## src/rtl/core/swsplit_pkg.sv

```systemverilog
`default_nettype none

package swsplit_pkg;

   localparam int unsigned TOKEN_LEN_W = 16;
   localparam int unsigned CSR_ADDR_W  = 3;
   localparam int unsigned CSR_DATA_W  = 32;

   localparam logic [TOKEN_LEN_W-1:0] MAX_TOKEN_RESET = 16'd4095;

   localparam logic CSR_REG_MAX_TOKEN = 1'b0;

   localparam logic [7:0] CHAR_DOLLAR    = 8'h24;
   localparam logic [7:0] CHAR_BACKQUOTE = 8'h60;
   localparam logic [7:0] CHAR_DQUOTE    = 8'h22;
   localparam logic [7:0] CHAR_BACKSLASH = 8'h5C;
   localparam logic [7:0] CHAR_NEWLINE   = 8'h0A;
   localparam logic [7:0] CHAR_SQUOTE    = 8'h27;
   localparam logic [7:0] CHAR_SPACE     = 8'h20;
   localparam logic [7:0] CHAR_TAB       = 8'h09;
   localparam logic [7:0] CHAR_VTAB      = 8'h0B;
   localparam logic [7:0] CHAR_FORMFEED  = 8'h0C;
   localparam logic [7:0] CHAR_RETURN    = 8'h0D;

   typedef enum logic [2:0] {
      MODE_SKIP  = 3'd0,
      MODE_PLAIN = 3'd1,
      MODE_BSL   = 3'd2,
      MODE_SQ    = 3'd3,
      MODE_DQ    = 3'd4,
      MODE_DQBSL = 3'd5
   } scan_mode_type;

   typedef struct packed {
      logic [7:0] in_byte;
      logic       string_end;
   } req_type;

   typedef struct packed {
      logic [1:0] byte_count;
      logic [7:0] first_byte;
      logic [7:0] second_byte;
      logic       token_done;
      logic       parse_error;
      logic       string_done;
   } rsp_type;

endpackage

`default_nettype wire

```

## src/rtl/core/swsplit_in_stage.sv

```systemverilog
`default_nettype none

module swsplit_in_stage (
   input  wire logic              clock,
   input  wire logic              reset,
   input  wire logic              req_valid,
   output logic                   req_stall,
   input  wire swsplit_pkg::req_type req_data,
   input  wire logic              advance,
   output logic                   item_valid,
   output swsplit_pkg::req_type   item_data
);

   logic                 valid_ff;
   logic                 valid_in;
   swsplit_pkg::req_type data_ff;
   logic                 accept;

   assign req_stall = valid_ff && !advance;
   assign accept    = req_valid && !req_stall;

   always_comb begin
      valid_in = valid_ff;
      if (accept) begin
         valid_in = 1'b1;
      end else if (advance) begin
         valid_in = 1'b0;
      end
   end

   always_ff @(posedge clock) begin
      if (reset) begin
         valid_ff <= 1'b0;
      end else begin
         valid_ff <= valid_in;
      end
   end

   always_ff @(posedge clock) begin
      if (accept) begin
         data_ff <= req_data;
      end
   end

   assign item_valid = valid_ff;
   assign item_data  = data_ff;

endmodule

`default_nettype wire

```

## src/rtl/core/swsplit_scan.sv

```systemverilog
`default_nettype none

module swsplit_scan (
   input  wire logic                                  clock,
   input  wire logic                                  reset,
   input  wire logic                                  step_en,
   input  wire swsplit_pkg::req_type                  item,
   input  wire logic [swsplit_pkg::TOKEN_LEN_W-1:0]   max_token_chars,
   output swsplit_pkg::rsp_type                       result
);

   swsplit_pkg::scan_mode_type           mode_ff, mode_in, mode_nx;
   logic                                 seen_ff, seen_in, seen_nx;
   logic [swsplit_pkg::TOKEN_LEN_W-1:0]  len_ff, len_in, len_nx, len_base;
   logic                                 err_ff, err_in, err_nx;

   logic [7:0] c;
   logic       e;
   logic       ws;
   logic       plain_path;
   logic       plain_seen;
   logic       fail;
   logic       done;
   logic [1:0] put_cnt;
   logic [7:0] put_b0;
   logic [7:0] put_b1;
   logic       put_fail;

   always_comb begin
      c  = item.in_byte;
      e  = item.string_end;
      ws = (c == swsplit_pkg::CHAR_SPACE)   || (c == swsplit_pkg::CHAR_TAB) ||
           (c == swsplit_pkg::CHAR_NEWLINE) || (c == swsplit_pkg::CHAR_VTAB) ||
           (c == swsplit_pkg::CHAR_FORMFEED) || (c == swsplit_pkg::CHAR_RETURN);

      mode_nx    = mode_ff;
      seen_nx    = seen_ff;
      len_nx     = len_ff;
      len_base   = len_ff;
      err_nx     = err_ff;
      fail       = 1'b0;
      done       = 1'b0;
      put_cnt    = 2'd0;
      put_b0     = 8'd0;
      put_b1     = 8'd0;
      plain_path = 1'b0;
      plain_seen = seen_ff;
      put_fail   = 1'b0;

      if (!err_ff) begin
         case (mode_ff)
            swsplit_pkg::MODE_PLAIN: begin
               plain_path = 1'b1;
            end
            swsplit_pkg::MODE_BSL: begin
               mode_nx = swsplit_pkg::MODE_PLAIN;
               if (c != swsplit_pkg::CHAR_NEWLINE) begin
                  put_cnt = 2'd1;
                  put_b0  = c;
               end
            end
            swsplit_pkg::MODE_SQ: begin
               if (c == swsplit_pkg::CHAR_SQUOTE) begin
                  mode_nx = swsplit_pkg::MODE_PLAIN;
                  seen_nx = 1'b1;
               end else begin
                  put_cnt = 2'd1;
                  put_b0  = c;
               end
            end
            swsplit_pkg::MODE_DQ: begin
               if (c == swsplit_pkg::CHAR_DQUOTE) begin
                  mode_nx = swsplit_pkg::MODE_PLAIN;
                  seen_nx = 1'b1;
               end else if (c == swsplit_pkg::CHAR_BACKSLASH) begin
                  if (e) begin
                     fail = 1'b1;
                  end else begin
                     mode_nx = swsplit_pkg::MODE_DQBSL;
                  end
               end else begin
                  put_cnt = 2'd1;
                  put_b0  = c;
               end
            end
            swsplit_pkg::MODE_DQBSL: begin
               mode_nx = swsplit_pkg::MODE_DQ;
               if ((c == swsplit_pkg::CHAR_DOLLAR) || (c == swsplit_pkg::CHAR_BACKQUOTE) ||
                   (c == swsplit_pkg::CHAR_DQUOTE) || (c == swsplit_pkg::CHAR_BACKSLASH)) begin
                  put_cnt = 2'd1;
                  put_b0  = c;
               end else if (c != swsplit_pkg::CHAR_NEWLINE) begin
                  put_cnt = 2'd2;
                  put_b0  = swsplit_pkg::CHAR_BACKSLASH;
                  put_b1  = c;
               end
            end
            default: begin
               mode_nx = swsplit_pkg::MODE_SKIP;
               if (!ws) begin
                  plain_path = 1'b1;
                  plain_seen = 1'b0;
                  seen_nx    = 1'b0;
                  len_base   = '0;
                  len_nx     = '0;
                  mode_nx    = swsplit_pkg::MODE_PLAIN;
               end
            end
         endcase

         if (plain_path) begin
            if (c == swsplit_pkg::CHAR_SQUOTE) begin
               mode_nx = swsplit_pkg::MODE_SQ;
               seen_nx = 1'b1;
            end else if (c == swsplit_pkg::CHAR_DQUOTE) begin
               mode_nx = swsplit_pkg::MODE_DQ;
               seen_nx = 1'b1;
            end else if (c == swsplit_pkg::CHAR_BACKSLASH) begin
               if (e) begin
                  fail = 1'b1;
               end else begin
                  mode_nx = swsplit_pkg::MODE_BSL;
               end
            end else if (ws) begin
               if (!plain_seen) begin
                  fail = 1'b1;
               end else begin
                  done    = 1'b1;
                  mode_nx = swsplit_pkg::MODE_SKIP;
               end
            end else begin
               put_cnt = 2'd1;
               put_b0  = c;
            end
         end

         if (put_cnt != 2'd0) begin
            seen_nx  = 1'b1;
            put_fail = (len_base >= max_token_chars) ||
                       ((put_cnt == 2'd2) &&
                        (({1'b0, len_base} + 17'd1) >= {1'b0, max_token_chars}));
            if (put_fail) begin
               fail = 1'b1;
            end else begin
               len_nx = len_base + {{(swsplit_pkg::TOKEN_LEN_W-2){1'b0}}, put_cnt};
            end
         end

         if (!fail && e && (mode_nx != swsplit_pkg::MODE_SKIP)) begin
            if ((mode_nx == swsplit_pkg::MODE_PLAIN) && seen_nx) begin
               done    = 1'b1;
               mode_nx = swsplit_pkg::MODE_SKIP;
            end else begin
               fail = 1'b1;
            end
         end

         if (fail) begin
            err_nx  = 1'b1;
            put_cnt = 2'd0;
            put_b0  = 8'd0;
            put_b1  = 8'd0;
            done    = 1'b0;
         end
      end

      result.byte_count  = put_cnt;
      result.first_byte  = put_b0;
      result.second_byte = put_b1;
      result.token_done  = done;
      result.parse_error = err_nx;
      result.string_done = e;

      if (e) begin
         mode_in = swsplit_pkg::MODE_SKIP;
         seen_in = 1'b0;
         len_in  = '0;
         err_in  = 1'b0;
      end else begin
         mode_in = mode_nx;
         seen_in = seen_nx;
         len_in  = len_nx;
         err_in  = err_nx;
      end
   end

   always_ff @(posedge clock) begin
      if (reset) begin
         mode_ff <= swsplit_pkg::MODE_SKIP;
         seen_ff <= 1'b0;
         len_ff  <= '0;
         err_ff  <= 1'b0;
      end else if (step_en) begin
         mode_ff <= mode_in;
         seen_ff <= seen_in;
         len_ff  <= len_in;
         err_ff  <= err_in;
      end
   end

endmodule

`default_nettype wire

```

## src/rtl/core/swsplit_out_stage.sv

```systemverilog
`default_nettype none

module swsplit_out_stage (
   input  wire logic                 clock,
   input  wire logic                 reset,
   input  wire logic                 load,
   input  wire swsplit_pkg::rsp_type result,
   output logic                      can_load,
   output logic                      rsp_valid,
   input  wire logic                 rsp_stall,
   output swsplit_pkg::rsp_type      rsp_data
);

   logic                 valid_ff;
   logic                 valid_in;
   swsplit_pkg::rsp_type data_ff;

   assign can_load = !valid_ff || !rsp_stall;

   always_comb begin
      valid_in = valid_ff;
      if (load) begin
         valid_in = 1'b1;
      end else if (!rsp_stall) begin
         valid_in = 1'b0;
      end
   end

   always_ff @(posedge clock) begin
      if (reset) begin
         valid_ff <= 1'b0;
      end else begin
         valid_ff <= valid_in;
      end
   end

   always_ff @(posedge clock) begin
      if (load) begin
         data_ff <= result;
      end
   end

   assign rsp_valid = valid_ff;
   assign rsp_data  = data_ff;

endmodule

`default_nettype wire

```

## src/rtl/core/shell_word_splitter_unit.sv

```systemverilog
// Beats pass the input stage register, the combinational scan and the output register.
// One beat per cycle unless stalled; word-splitting mode machine updates once per beat.
// Reset is synchronous and active high: both stages empty, scanner state cleared,
// and the token length limit returns to 4095.
`default_nettype none

module shell_word_splitter_unit (
   input  wire logic                                clock,
   input  wire logic                                reset,
   input  wire logic                                req_valid,
   output logic                                     req_stall,
   input  wire swsplit_pkg::req_type                req_data,
   output logic                                     rsp_valid,
   input  wire logic                                rsp_stall,
   output swsplit_pkg::rsp_type                     rsp_data,
   input  wire logic                                psel,
   input  wire logic                                penable,
   input  wire logic                                pwrite,
   input  wire logic [swsplit_pkg::CSR_ADDR_W-1:0]  paddr,
   input  wire logic [swsplit_pkg::CSR_DATA_W-1:0]  pwdata,
   output logic [swsplit_pkg::CSR_DATA_W-1:0]       prdata,
   output logic                                     pready
);

   logic [swsplit_pkg::TOKEN_LEN_W-1:0] max_tok_ff;
   logic                                item_valid;
   swsplit_pkg::req_type                item_data;
   swsplit_pkg::rsp_type                result;
   logic                                can_load;
   logic                                advance;
   logic                                reg_hit;

   assign pready  = 1'b1;
   assign reg_hit = (paddr[swsplit_pkg::CSR_ADDR_W-1] == swsplit_pkg::CSR_REG_MAX_TOKEN);

   always_ff @(posedge clock) begin
      if (reset) begin
         max_tok_ff <= swsplit_pkg::MAX_TOKEN_RESET;
      end else if (psel && penable && pwrite && pready && reg_hit) begin
         max_tok_ff <= pwdata[swsplit_pkg::TOKEN_LEN_W-1:0];
      end
   end

   always_comb begin
      prdata = '0;
      if (reg_hit) begin
         prdata[swsplit_pkg::TOKEN_LEN_W-1:0] = max_tok_ff;
      end
   end

   assign advance = item_valid && can_load;

   swsplit_in_stage u_in_stage (
      .clock      (clock),
      .reset      (reset),
      .req_valid  (req_valid),
      .req_stall  (req_stall),
      .req_data   (req_data),
      .advance    (advance),
      .item_valid (item_valid),
      .item_data  (item_data)
   );

   swsplit_scan u_scan (
      .clock           (clock),
      .reset           (reset),
      .step_en         (advance),
      .item            (item_data),
      .max_token_chars (max_tok_ff),
      .result          (result)
   );

   swsplit_out_stage u_out_stage (
      .clock     (clock),
      .reset     (reset),
      .load      (advance),
      .result    (result),
      .can_load  (can_load),
      .rsp_valid (rsp_valid),
      .rsp_stall (rsp_stall),
      .rsp_data  (rsp_data)
   );

endmodule

`default_nettype wire

```

## config.mk

```make
export PLATFORM = sky130hd
export DESIGN_NAME = shell_word_splitter_unit
export DESIGN_NICKNAME = d
export VERILOG_FILES = /design/src/rtl/core/swsplit_pkg.sv /design/src/rtl/core/swsplit_in_stage.sv /design/src/rtl/core/swsplit_scan.sv /design/src/rtl/core/swsplit_out_stage.sv /design/src/rtl/core/shell_word_splitter_unit.sv
export SDC_FILE = /design/constraint.sdc
export NUM_CORES = 1
export LEC_CHECK = 0
export ABC_AREA = 1
export CORE_UTILIZATION = 36
export CTS_CLUSTER_DIAMETER = 80
export DETAILED_ROUTE_END_ITERATION = 16
export DONT_BUFFER_PORTS = 1
export GPL_TIMING_DRIVEN = 0
export PLACE_DENSITY_LB_ADDON = 0.3
export SYNTH_ARGS = -nofsm -noshare
export SYNTH_HDL_FRONTEND = slang
export SYNTH_SLANG_ARGS = --single-unit
```

## constraint.sdc

```tcl
create_clock -name clock -period 6.4 [get_ports clock]
set_input_delay 0.64 -clock clock [delete_from_list [all_inputs] [get_ports clock]]
set_output_delay 0.64 -clock clock [all_outputs]
set_load 0.02 [all_outputs]
```

# After elaboration in Yosys (flattened, before gate mapping)

Cells that the tools add are included.

Multiplexer cells: 99
Reductions and logical operators: 34
$lt $le $gt $ge: 2
Eq/ne operators: 21
Bitwise gates (word level): 2
$add $sub $neg: 2

Operators with widths:

| kind                                                             | count |
|---|---|
| 16-bit two-way mux                                               | 8 |
| 8-bit two-way mux                                                | 10 |
| 1-bit two-way mux                                                | 50 |
| 3-bit two-way mux                                                | 16 |
| 8-bit by 4-bit == test with 1-bit output (second input constant) | 5 |
| 8-bit by 6-bit == test with 1-bit output (second input constant) | 4 |
| 8-bit one-hot mux with 4 select lines                            | 1 |
| 2-bit two-way mux                                                | 9 |
| 16-bit by 1-bit adder with 17-bit output (second input constant) | 1 |
| 17-bit by 16-bit >= comparator with 1-bit output                 | 1 |
| 16-bit by 2-bit adder with 16-bit output                         | 1 |
| 8-bit by 7-bit == test with 1-bit output (second input constant) | 2 |
| 16-bit >= comparator                                             | 1 |
| 3-bit one-hot mux with 5 select lines                            | 1 |
| 1-bit logical AND                                                | 10 |
| 1-bit logical OR                                                 | 10 |
| 8-bit by 4-bit != test with 1-bit output (second input constant) | 1 |
| 2-bit one-hot mux with 4 select lines                            | 1 |
| 4-bit OR reduction                                               | 2 |
| 7-bit two-way mux                                                | 1 |
| 3-bit by 1-bit == test with 1-bit output (second input constant) | 2 |
| 3-bit by 2-bit == test with 1-bit output (second input constant) | 2 |
| 3-bit == test (second input constant)                            | 2 |
| 1-bit logical NOT                                                | 5 |
| 12 further kinds                                                 | 14 |

Logic and storage cells: 175
Input bits: 51
Output and inout port bits: 56
Flip-flop bits (word level): 69

# Depth between registers and ports, before layout

Gate-level depths: netlist of the first run.

Depth in word-level cells: 26
Gate-level depth with buffers: 35
Gate-level depth less buffers: 33

# Modules after synthesis

From an unflattened synthesis of the first run, not the netlist that was laid out.

Cells, all modules: 774
Area, all modules: 5497.8 sq um

By module, submodules not included:

| module                   | cells an instance | instances | area each (sq um) | sequential area each (sq um) |
|---|---|---|---|---|
| swsplit_scan             | 594               | 1         | 3555.9            | 420.4 |
| shell_word_splitter_unit | 139               | 1         | 955.9             | 320.3 |
| swsplit_out_stage        | 25                | 1         | 669.4             | 650.6 |
| swsplit_in_stage         | 16                | 1         | 316.6             | 290.3 |

# Worst setup path before layout of the first run

No wires, ideal clock.

Kind: register to register
From: register u_in_stage.data_ff (netlist bit u_in_stage.item_data[3])
To: register u_out_stage.data_ff (netlist bit u_out_stage.rsp_data[17]) (data pin)
Stages on the path, launching flop included: 32
Arrival time: 3868 ps
Clock period less this slack: 4024 ps
Buffers on the path: 2
Data required time: 6243 ps
Path slack: 2376 ps
Cell sequence: edfxtp_1 > inv_2 > nand2_1 > nor2_1 > nand2_4 > nand3_4 > nor2_4 > nor2_1 > inv_1 > nor3_1 > inv_1 > nor3_2 > nand2_1 > xor2_1 > ha_1 > nand2_1 > inv_1 > a21oi_1 > nand4_1 > nand2_1 > nand2_1 > nand2_1 > nand2_1 > a21oi_1 > nand2_1 > nand2_4 > nand2_4 > buf_6 > nand2_4 > o2111ai_4 > buf_6 > nor3_1

Word-level cells in the longest chain between the ends: 24

Ends and longest elaborated chain:

| item                                                                                              | RTL line                | source |
|---|---|---|
| from (decl)                                                                                       | swsplit_in_stage.sv:16  | `swsplit_pkg::req_type data_ff;` |
| from (signal assigned)                                                                            | swsplit_in_stage.sv:41  | `data_ff <= req_data;` |
| parallel branches: the longest is 24 deep, another holds 16-bit by 1-bit adder with 17-bit output | --                      |  |
| to (signal assigned)                                                                              | swsplit_out_stage.sv:39 | `data_ff <= result;` |
| to (decl)                                                                                         | swsplit_out_stage.sv:16 | `swsplit_pkg::rsp_type data_ff;` |

Parallel ways; which one is timed is not known. The select of a mux whose other input is x is not followed.
A chain may end at the register's enable or synchronous reset.

# Worst setup path after layout of the first run

From: register u_in_stage.data_ff (netlist bit u_in_stage.item_data[3])
To: register u_out_stage.data_ff (netlist bit u_out_stage.rsp_data[7]) (data pin)

Word-level cells in the longest chain between the ends: 24

Ends and longest elaborated chain:

| item |
|---|
| parallel branches: the longest is 24 deep, another holds 16-bit by 1-bit adder with 17-bit output |

Parallel ways; which one is timed is not known. The select of a mux whose other input is x is not followed.

==> impl_metrics.csv, run 1 <==
group,metric,value,unit
setup_path,cp.required,6.60,ns
global_route,grt_pass1_vias,4273,
final_layout,fillers,1468,
timing,tns,0,ns
drt,drt_iter0_drc,347,
setup_path,cp_num_buf_inv,5,
synth,avgSynthCellArea,7.08,sq um
die,start_util,37.0,%
die,ios,107,
synth,dominantRegCellSynth,"dfxtp_1",
clock_tree,h-tree-depth,3,
setup_path,startpoint_type,"flip-flop",
power_and_ir_drop,peakVddDrop,0.108,mV
clock_tree,post_cts_resized,0,
timing,period_minus_slack,5.07,ns
die,coreArea,13900,sq um
synth,synthTopCellsByArea,"edfxtp_1 (17%), dfxtp_1 (15%), nand2_1 (13%), ha_1 (8.5%), inv_1 (6.3%)",
global_route,grt_use_total,18.9,%
global_route,grt_max_degree,21,
timing,slew_headroom,47.3,%
placed_design,io_buffers,0,
power_and_ir_drop,powerDensity,188,nW/um^2
hold_path,hold_class,"in -> reg",
synth,yosysTopAreaCellShare,17.5,%
setup_path,max_stage_delay,0.48,ns
synth,synthMuxAreaShare,0,%
timing,finalHoldViolCount,0,
clock_tree,cts_tree,"yes",
timing,finalSetupViolCount,0,
timing,grt_setup_unrepaired,"false",
drt,ant_nets,0,
synth,synth_cell_types,42,
synth,async_flop_share,0,%
drt,drc,0,
setup_path,r2r_cells,30,
die,die_h,122,um
timing,skew,0.00567,ns
synth,yosysWarnings,0,
setup_path,crit_family,"simple AND/OR/NAND/NOR gates",
clock_tree,root_buffer,"clkbuf_16",
setup_path,r2r_start,"u_in_stage.item_data[3]",
synth,synth_compound_area_share,9.66,%
timing,maxSlewViolCount,0,
clock_tree,cts_hold_buf,0,
setup_path,r2r_end,"u_out_stage.rsp_data[7]",
final_layout,final_cell_mix,"nand2_1 (181), inv_1 (86), nor2_1 (77)",
timing,setup_ws,1.33,ns
final_layout,nNetsFinal,842,
final_layout,synthToLayoutAreaGrowth,11.0,%
synth,synthAdderAreaFrac,8.88,%
die,die_w,122,um
clock_tree,cts_sinks,69,
clock_tree,path_clk_slew,0.06,ns
job,cap_violations,0,
global_route,antenna_found_initial,0,
setup_path,cp-endpoint,"u_out_stage.rsp_data[7]",
outcome,outcome,"complete, no violations",
timing,tightest_slew,0.787,ns
power_and_ir_drop,p_leak,2.69,nW
synth,syn_area,5160,sq um
placed_design,gp_congestion,0.919,
setup_path,setup.worst_path.end_class,"flip-flop",
die,dieArea,14800,sq um
synth,synthCells,728,
global_route,grt-ovfl-total,0,
power_and_ir_drop,p_total,1.07,mW
setup_path,r2r_slack,1.33,ns
setup_path,path_max_fanout,10,
placed_design,hpwlAfterDp,10500,um
setup_path,startpoint,"u_in_stage.item_data[3]",
synth,ys_seq_elements,69,
setup_path,crit_cells,30,
synth,yosysSeqAreaShare,32.6,%
synth,synth_top_family_by_area,"simple AND/OR/NAND/NOR gates",
setup_path,cpMostUsedCell,"nand2_1",
timing,clock.fmax,0.197,GHz
final_layout,antenna_cells,0,
final_layout,final_common_cell,"nand2_1",
clock_tree,clk_path_buf_depth,2,
setup_path,path_class,"reg -> reg",
drt,dr.pass1.iters,4,
clock_tree,cts_setup_buffers,0,
timing,finalCritPeriodShare,79.2,%
synth,synth_xor_area_share,2.38,%
drt,vias,4647,
global_route,grt_pass1_wl,21400,um
clock_tree,cts_made_buffers,9,
die,core.rowCount,43,
clock_tree,clk_latency,0.35,ns
synth,synthSimpleGateAreaFrac,34.7,%
drt,drt_wl_total,13300,um
placed_design,post-place-ws,1.33,ns
drt,wl_per_cell,14.2,um
setup_path,slowest_stage,"edfxtp_1",
drt,vias_per_cell,4.94,
synth,yosys.area.top_type,"edfxtp_1",
synth,synth_edf_count,30,
final_layout,layout-drive-gt1-share,12.0,%
setup_path,arrival,5.26,ns
cells in the mapped netlist, types with 5 or more instances:
master and n:
nor2_1 78, dfxtp_1 39, o21ai_0 14, nand3_1 53, inv_1 86, o211ai_1 15, nor3_2 6, a21oi_1 45
xor2_1 14, inv_2 14, nand4_1 13, buf_4 19, ha_1 35, nor2_4 6, clkbuf_1 11, nor2_2 5
nand2_2 11, edfxtp_1 30, nand2_1 181, nor3_1 22
worst reg2reg max path, delay by kind of cell (launching register included):
kind | cells | cell delay, ns
buffers and inverters | 5 | 0.63
adders and majority gates | 1 | 0.27
and+or+nand+nor | 19 | 2.55
DFF | 1 | 0.48
AOI/OAI and AO/OA | 4 | 0.79
xor gates and xnor gates | 1 | 0.21
final cells by class:
cell class,count,area (sq um),share of cell area [%]
sequential,69,1680,29.4
multi-input combinational,539,2930,51.2
buffer,34,223,3.89
clock buffer,10,229,4.00
inverter,101,379,6.62
tap,180,225,3.93
clock inverter,6,40.0,0.699
timing repair buffer,1,15.0,0.262
flip-flops by register name, summed over array words and instances (netlist names):
| name | count |
|---|---|
| u_out_stage.rsp_data | 21 |
| max_tok_ff | 16 |
| u_scan.len_ff | 16 |
| u_in_stage.item_data | 9 |
| u_scan.mode_ff | 3 |
| u_in_stage.item_valid | 1 |
| u_out_stage.rsp_valid | 1 |
| u_scan.err_ff | 1 |
| u_scan.seen_ff | 1 |
metrics by stage:
step / hold slack (ns) / instances / util (%) / cell area, sq um
2_1_floorplan: 0.445 / 743 / - / 5210
3_3_place_gp: 0.460 / 923 / 39.0 / 5440
3_5_place_dp: 0.461 / 924 / 39.2 / 5460
4_1_cts: 0.343 / 940 / 41.1 / 5730
5_1_grt: 0.343 / 940 / 41.1 / 5730
6_report: 0.356 / 940 / 41.1 / 5730
power by group:
part           internal (mW)  switching [mW]  leakage (nW)  total (mW)
logic                 0.0328          0.0812          1.96       0.114
clock network          0.261           0.202         0.132       0.463
registers              0.479          0.0182         0.601       0.497
total                  0.773           0.301          2.69        1.07
logic make-up after synthesis:
| family | after synthesis |
|---|---|
| simple gates | 388 |
| other cells | 2 |
| buf+inv | 135 |
| flops | 69 |
| compound gates | 84 |
| fa+ha+maj | 36 |
| xor+xnor | 14 |
metal layers:
layer	global-route usage, %	routed length [um]	vias up
li1	-	-	2405
met1	27.1	6840	2128
met2	28.6	5730	101
met3	2.29	489	13
met4	7.48	257	0
met5	0	0	-
how the worst min path moves through the flow:
stage | from | to | slack (ns) | cells past startpoint
2_1_floorplan | u_scan.len_ff[1] | u_scan.len_ff[1] | 0.45 | 2
3_3_place_gp | u_scan.len_ff[1] | u_scan.len_ff[1] | 0.46 | 2
3_5_place_dp | u_scan.len_ff[0] | u_scan.len_ff[0] | 0.46 | 2
4_1_cts | reset | u_out_stage.rsp_valid | 0.34 | 1
5_1_grt | reset | u_scan.seen_ff | 0.34 | 1
6_report | reset | u_out_stage.rsp_valid | 0.36 | 1
(Power assumes the default switching activity.)
==> run 2: changes to the inputs <==
==> constraint.sdc (replaced) <==
create_clock -name clock -period 5.1 [get_ports clock]
set_input_delay 0.51 -clock clock [delete_from_list [all_inputs] [get_ports clock]]
set_output_delay 0.51 -clock clock [all_outputs]
set_load 0.02 [all_outputs]
==> run 2 against run 1 <==
Against the previous run: non-clock buffer count increased by 3; largest cell class unchanged; highest routed layer unchanged; clock skew decreased by 0.00086 ns; sequential share of layout area decreased by 0.38 points.
==> impl_metrics.csv, run 2 (synthesis gave the netlist of run 1 again) <==
group,metric,value,unit
die,start_util,37.0,%
final_layout,final_common_cell,"nand2_1",
die,dieArea,14800,sq um
global_route,grt-ovfl-total,0,
final_layout,final_core_util,41.6,%
clock_tree,path_clk_slew,0.06,ns
setup_path,r2r_end,"u_out_stage.rsp_data[15]",
drt,ant_nets,0,
clock_tree,cts_tree,"yes",
hold_path,worstHoldStart,"reset",
drt,wl_per_cell,14.2,um
drt,wl_met2,5790,um
setup_path,cpMostUsedCell,"nand2_1",
drt,drc,0,
setup_path,cp.required,5.29,ns
clock_tree,h-tree-depth,3,
drt,wl_met3,583,um
final_layout,synthToLayoutAreaGrowth,12.5,%
die,core.rowCount,43,
timing,finalHoldViolCount,0,
timing,tns,0,ns
setup_path,path_max_fanout,10,
drt,dr.pass1.iters,5,
clock_tree,clk_path_buf_depth,2,
power_and_ir_drop,p_leak,2.73,nW
drt,routed.top_layer,"met4",
placed_design,place_area,5460,sq um
global_route,grt_pass1_vias,4273,
final_layout,antenna_cells,0,
setup_path,slowest_stage,"edfxtp_1",
timing,grt_setup_unrepaired,"false",
setup_path,r2r_slack,0.35,ns
timing,clock.fmax,0.210,GHz
drt,vias,4698,
timing,holdWs,0.226,ns
drt,drt_wl_total,13400,um
timing,tightest_slew,0.785,ns
timing,finalSetupViolCount,0,
setup_path,r2r_cells,29,
power_and_ir_drop,powerDensity,233,nW/um^2
drt,m1WireLength,6760,um
hold_path,min_to,"u_out_stage.rsp_valid",
timing,period_minus_slack,4.75,ns
placed_design,hpwlAfterDp,10500,um
drt,drt_iter0_drc,313,
placed_design,io_buffers,0,
setup_path,setup.worst_path.end_class,"flip-flop",
setup_path,max_stage_delay,0.44,ns
clock_tree,cts_hold_buf,0,
die,die_w,122,um
clock_tree,clk_latency,0.34,ns
clock_tree,root_buffer,"clkbuf_16",
die,die_h,122,um
placed_design,gp_congestion,0.919,
global_route,grt_pass1_wl,21400,um
outcome,outcome,"complete, no violations",
clock_tree,cts_made_buffers,9,
final_layout,layout-drive-gt1-share,13.2,%
setup_path,r2r_start,"u_in_stage.item_data[1]",
timing,skew,0.00482,ns
timing,finalCritPeriodShare,93.2,%
job,cap_violations,0,
die,ios,107,
global_route,antenna_found_initial,0,
global_route,grt_use_total,18.9,%
power_and_ir_drop,peakVddDrop,0.136,mV
drt,vias_per_cell,4.98,
timing,slew_headroom,47.4,%
final_layout,final_cell_mix,"nand2_1 (181), inv_1 (86), nor2_1 (73)",
die,coreArea,13900,sq um
hold_path,holdPathStages,1,
final_layout,largest_register_ffs,21,
clock_tree,cts_sinks,69,
setup_path,path_class,"reg -> reg",
final_layout,fin_area,5800,sq um
final_layout,nNetsFinal,845,
global_route,grt_max_degree,21,
hold_path,hold_class,"in -> reg",
setup_path,arrival,4.94,ns
timing,maxSlewViolCount,0,
setup_path,startpoint_type,"flip-flop",
run 2: critical path: cells and delay by family, from the launching register on:
family,cells,cell delay [ns]
adders and majority gates,2,0.49
xor gates and xnor gates,1,0.22
DFF,1,0.44
buffers and inverters,6,0.94
and+or+nand+nor,17,1.97
AOI/OAI and AO/OA,3,0.51
run 2: report_power, final:
| group | switching [mW] | total, mW | internal (mW) |
|---|---|---|---|
| Sequential | 0.0222 | 0.623 | 0.601 |
| Combinational | 0.105 | 0.148 | 0.0438 |
| Clock | 0.252 | 0.580 | 0.328 |
| Total | 0.379 | 1.35 | 0.972 |
run 2: worst max path at each step:
stage,from,endpoint,cells past startpoint
2_1_floorplan,u_in_stage.item_data[3],u_out_stage.rsp_data[17],31
3_3_place_gp,u_in_stage.item_data[3],u_out_stage.rsp_data[7],30
3_5_place_dp,u_in_stage.item_data[3],u_out_stage.rsp_data[10],30
4_1_cts,u_in_stage.item_data[3],u_out_stage.rsp_data[9],30
5_1_grt,u_in_stage.item_data[1],u_out_stage.rsp_data[17],30
6_report,u_in_stage.item_data[1],u_out_stage.rsp_data[15],29
run 2: final cells by class:
class                   instances  area, sq um
plain buffers                  34          229
clock buffers                  10          229
clock inverters                 6         40.0
fillers                      1459         8130
inverters                     101          379
multi-input cells             539         2980
flip-flops and latches         69         1680
well taps                     180          225
repair buffers                  4         37.5
run 2: metal layers:
metal	track usage (%)	vias up
li1	-	2417
met1	27.1	2141
met2	28.6	127
met3	2.29	13
met4	7.48	0
met5	0	-
run 2: per-stage QoR:
step / total power [mW] / cells / setup WS (ns)
3_3_place_gp: 0.776 / 923 / 0.0140
6_report: 1.35 / 943 / 0.346
5_1_grt: 1.40 / 943 / 0.00112
2_1_floorplan: 0.744 / 743 / 1.08
4_1_cts: 1.36 / 940 / 0.00839
3_5_place_dp: 0.779 / 924 / 0.0292
run 2: what timing repair did:
action                                  4_1_cts  5_1_grt
endpoints found under the setup margin        0       37
resized for setup                             0       13
setup buffers                                 0        3
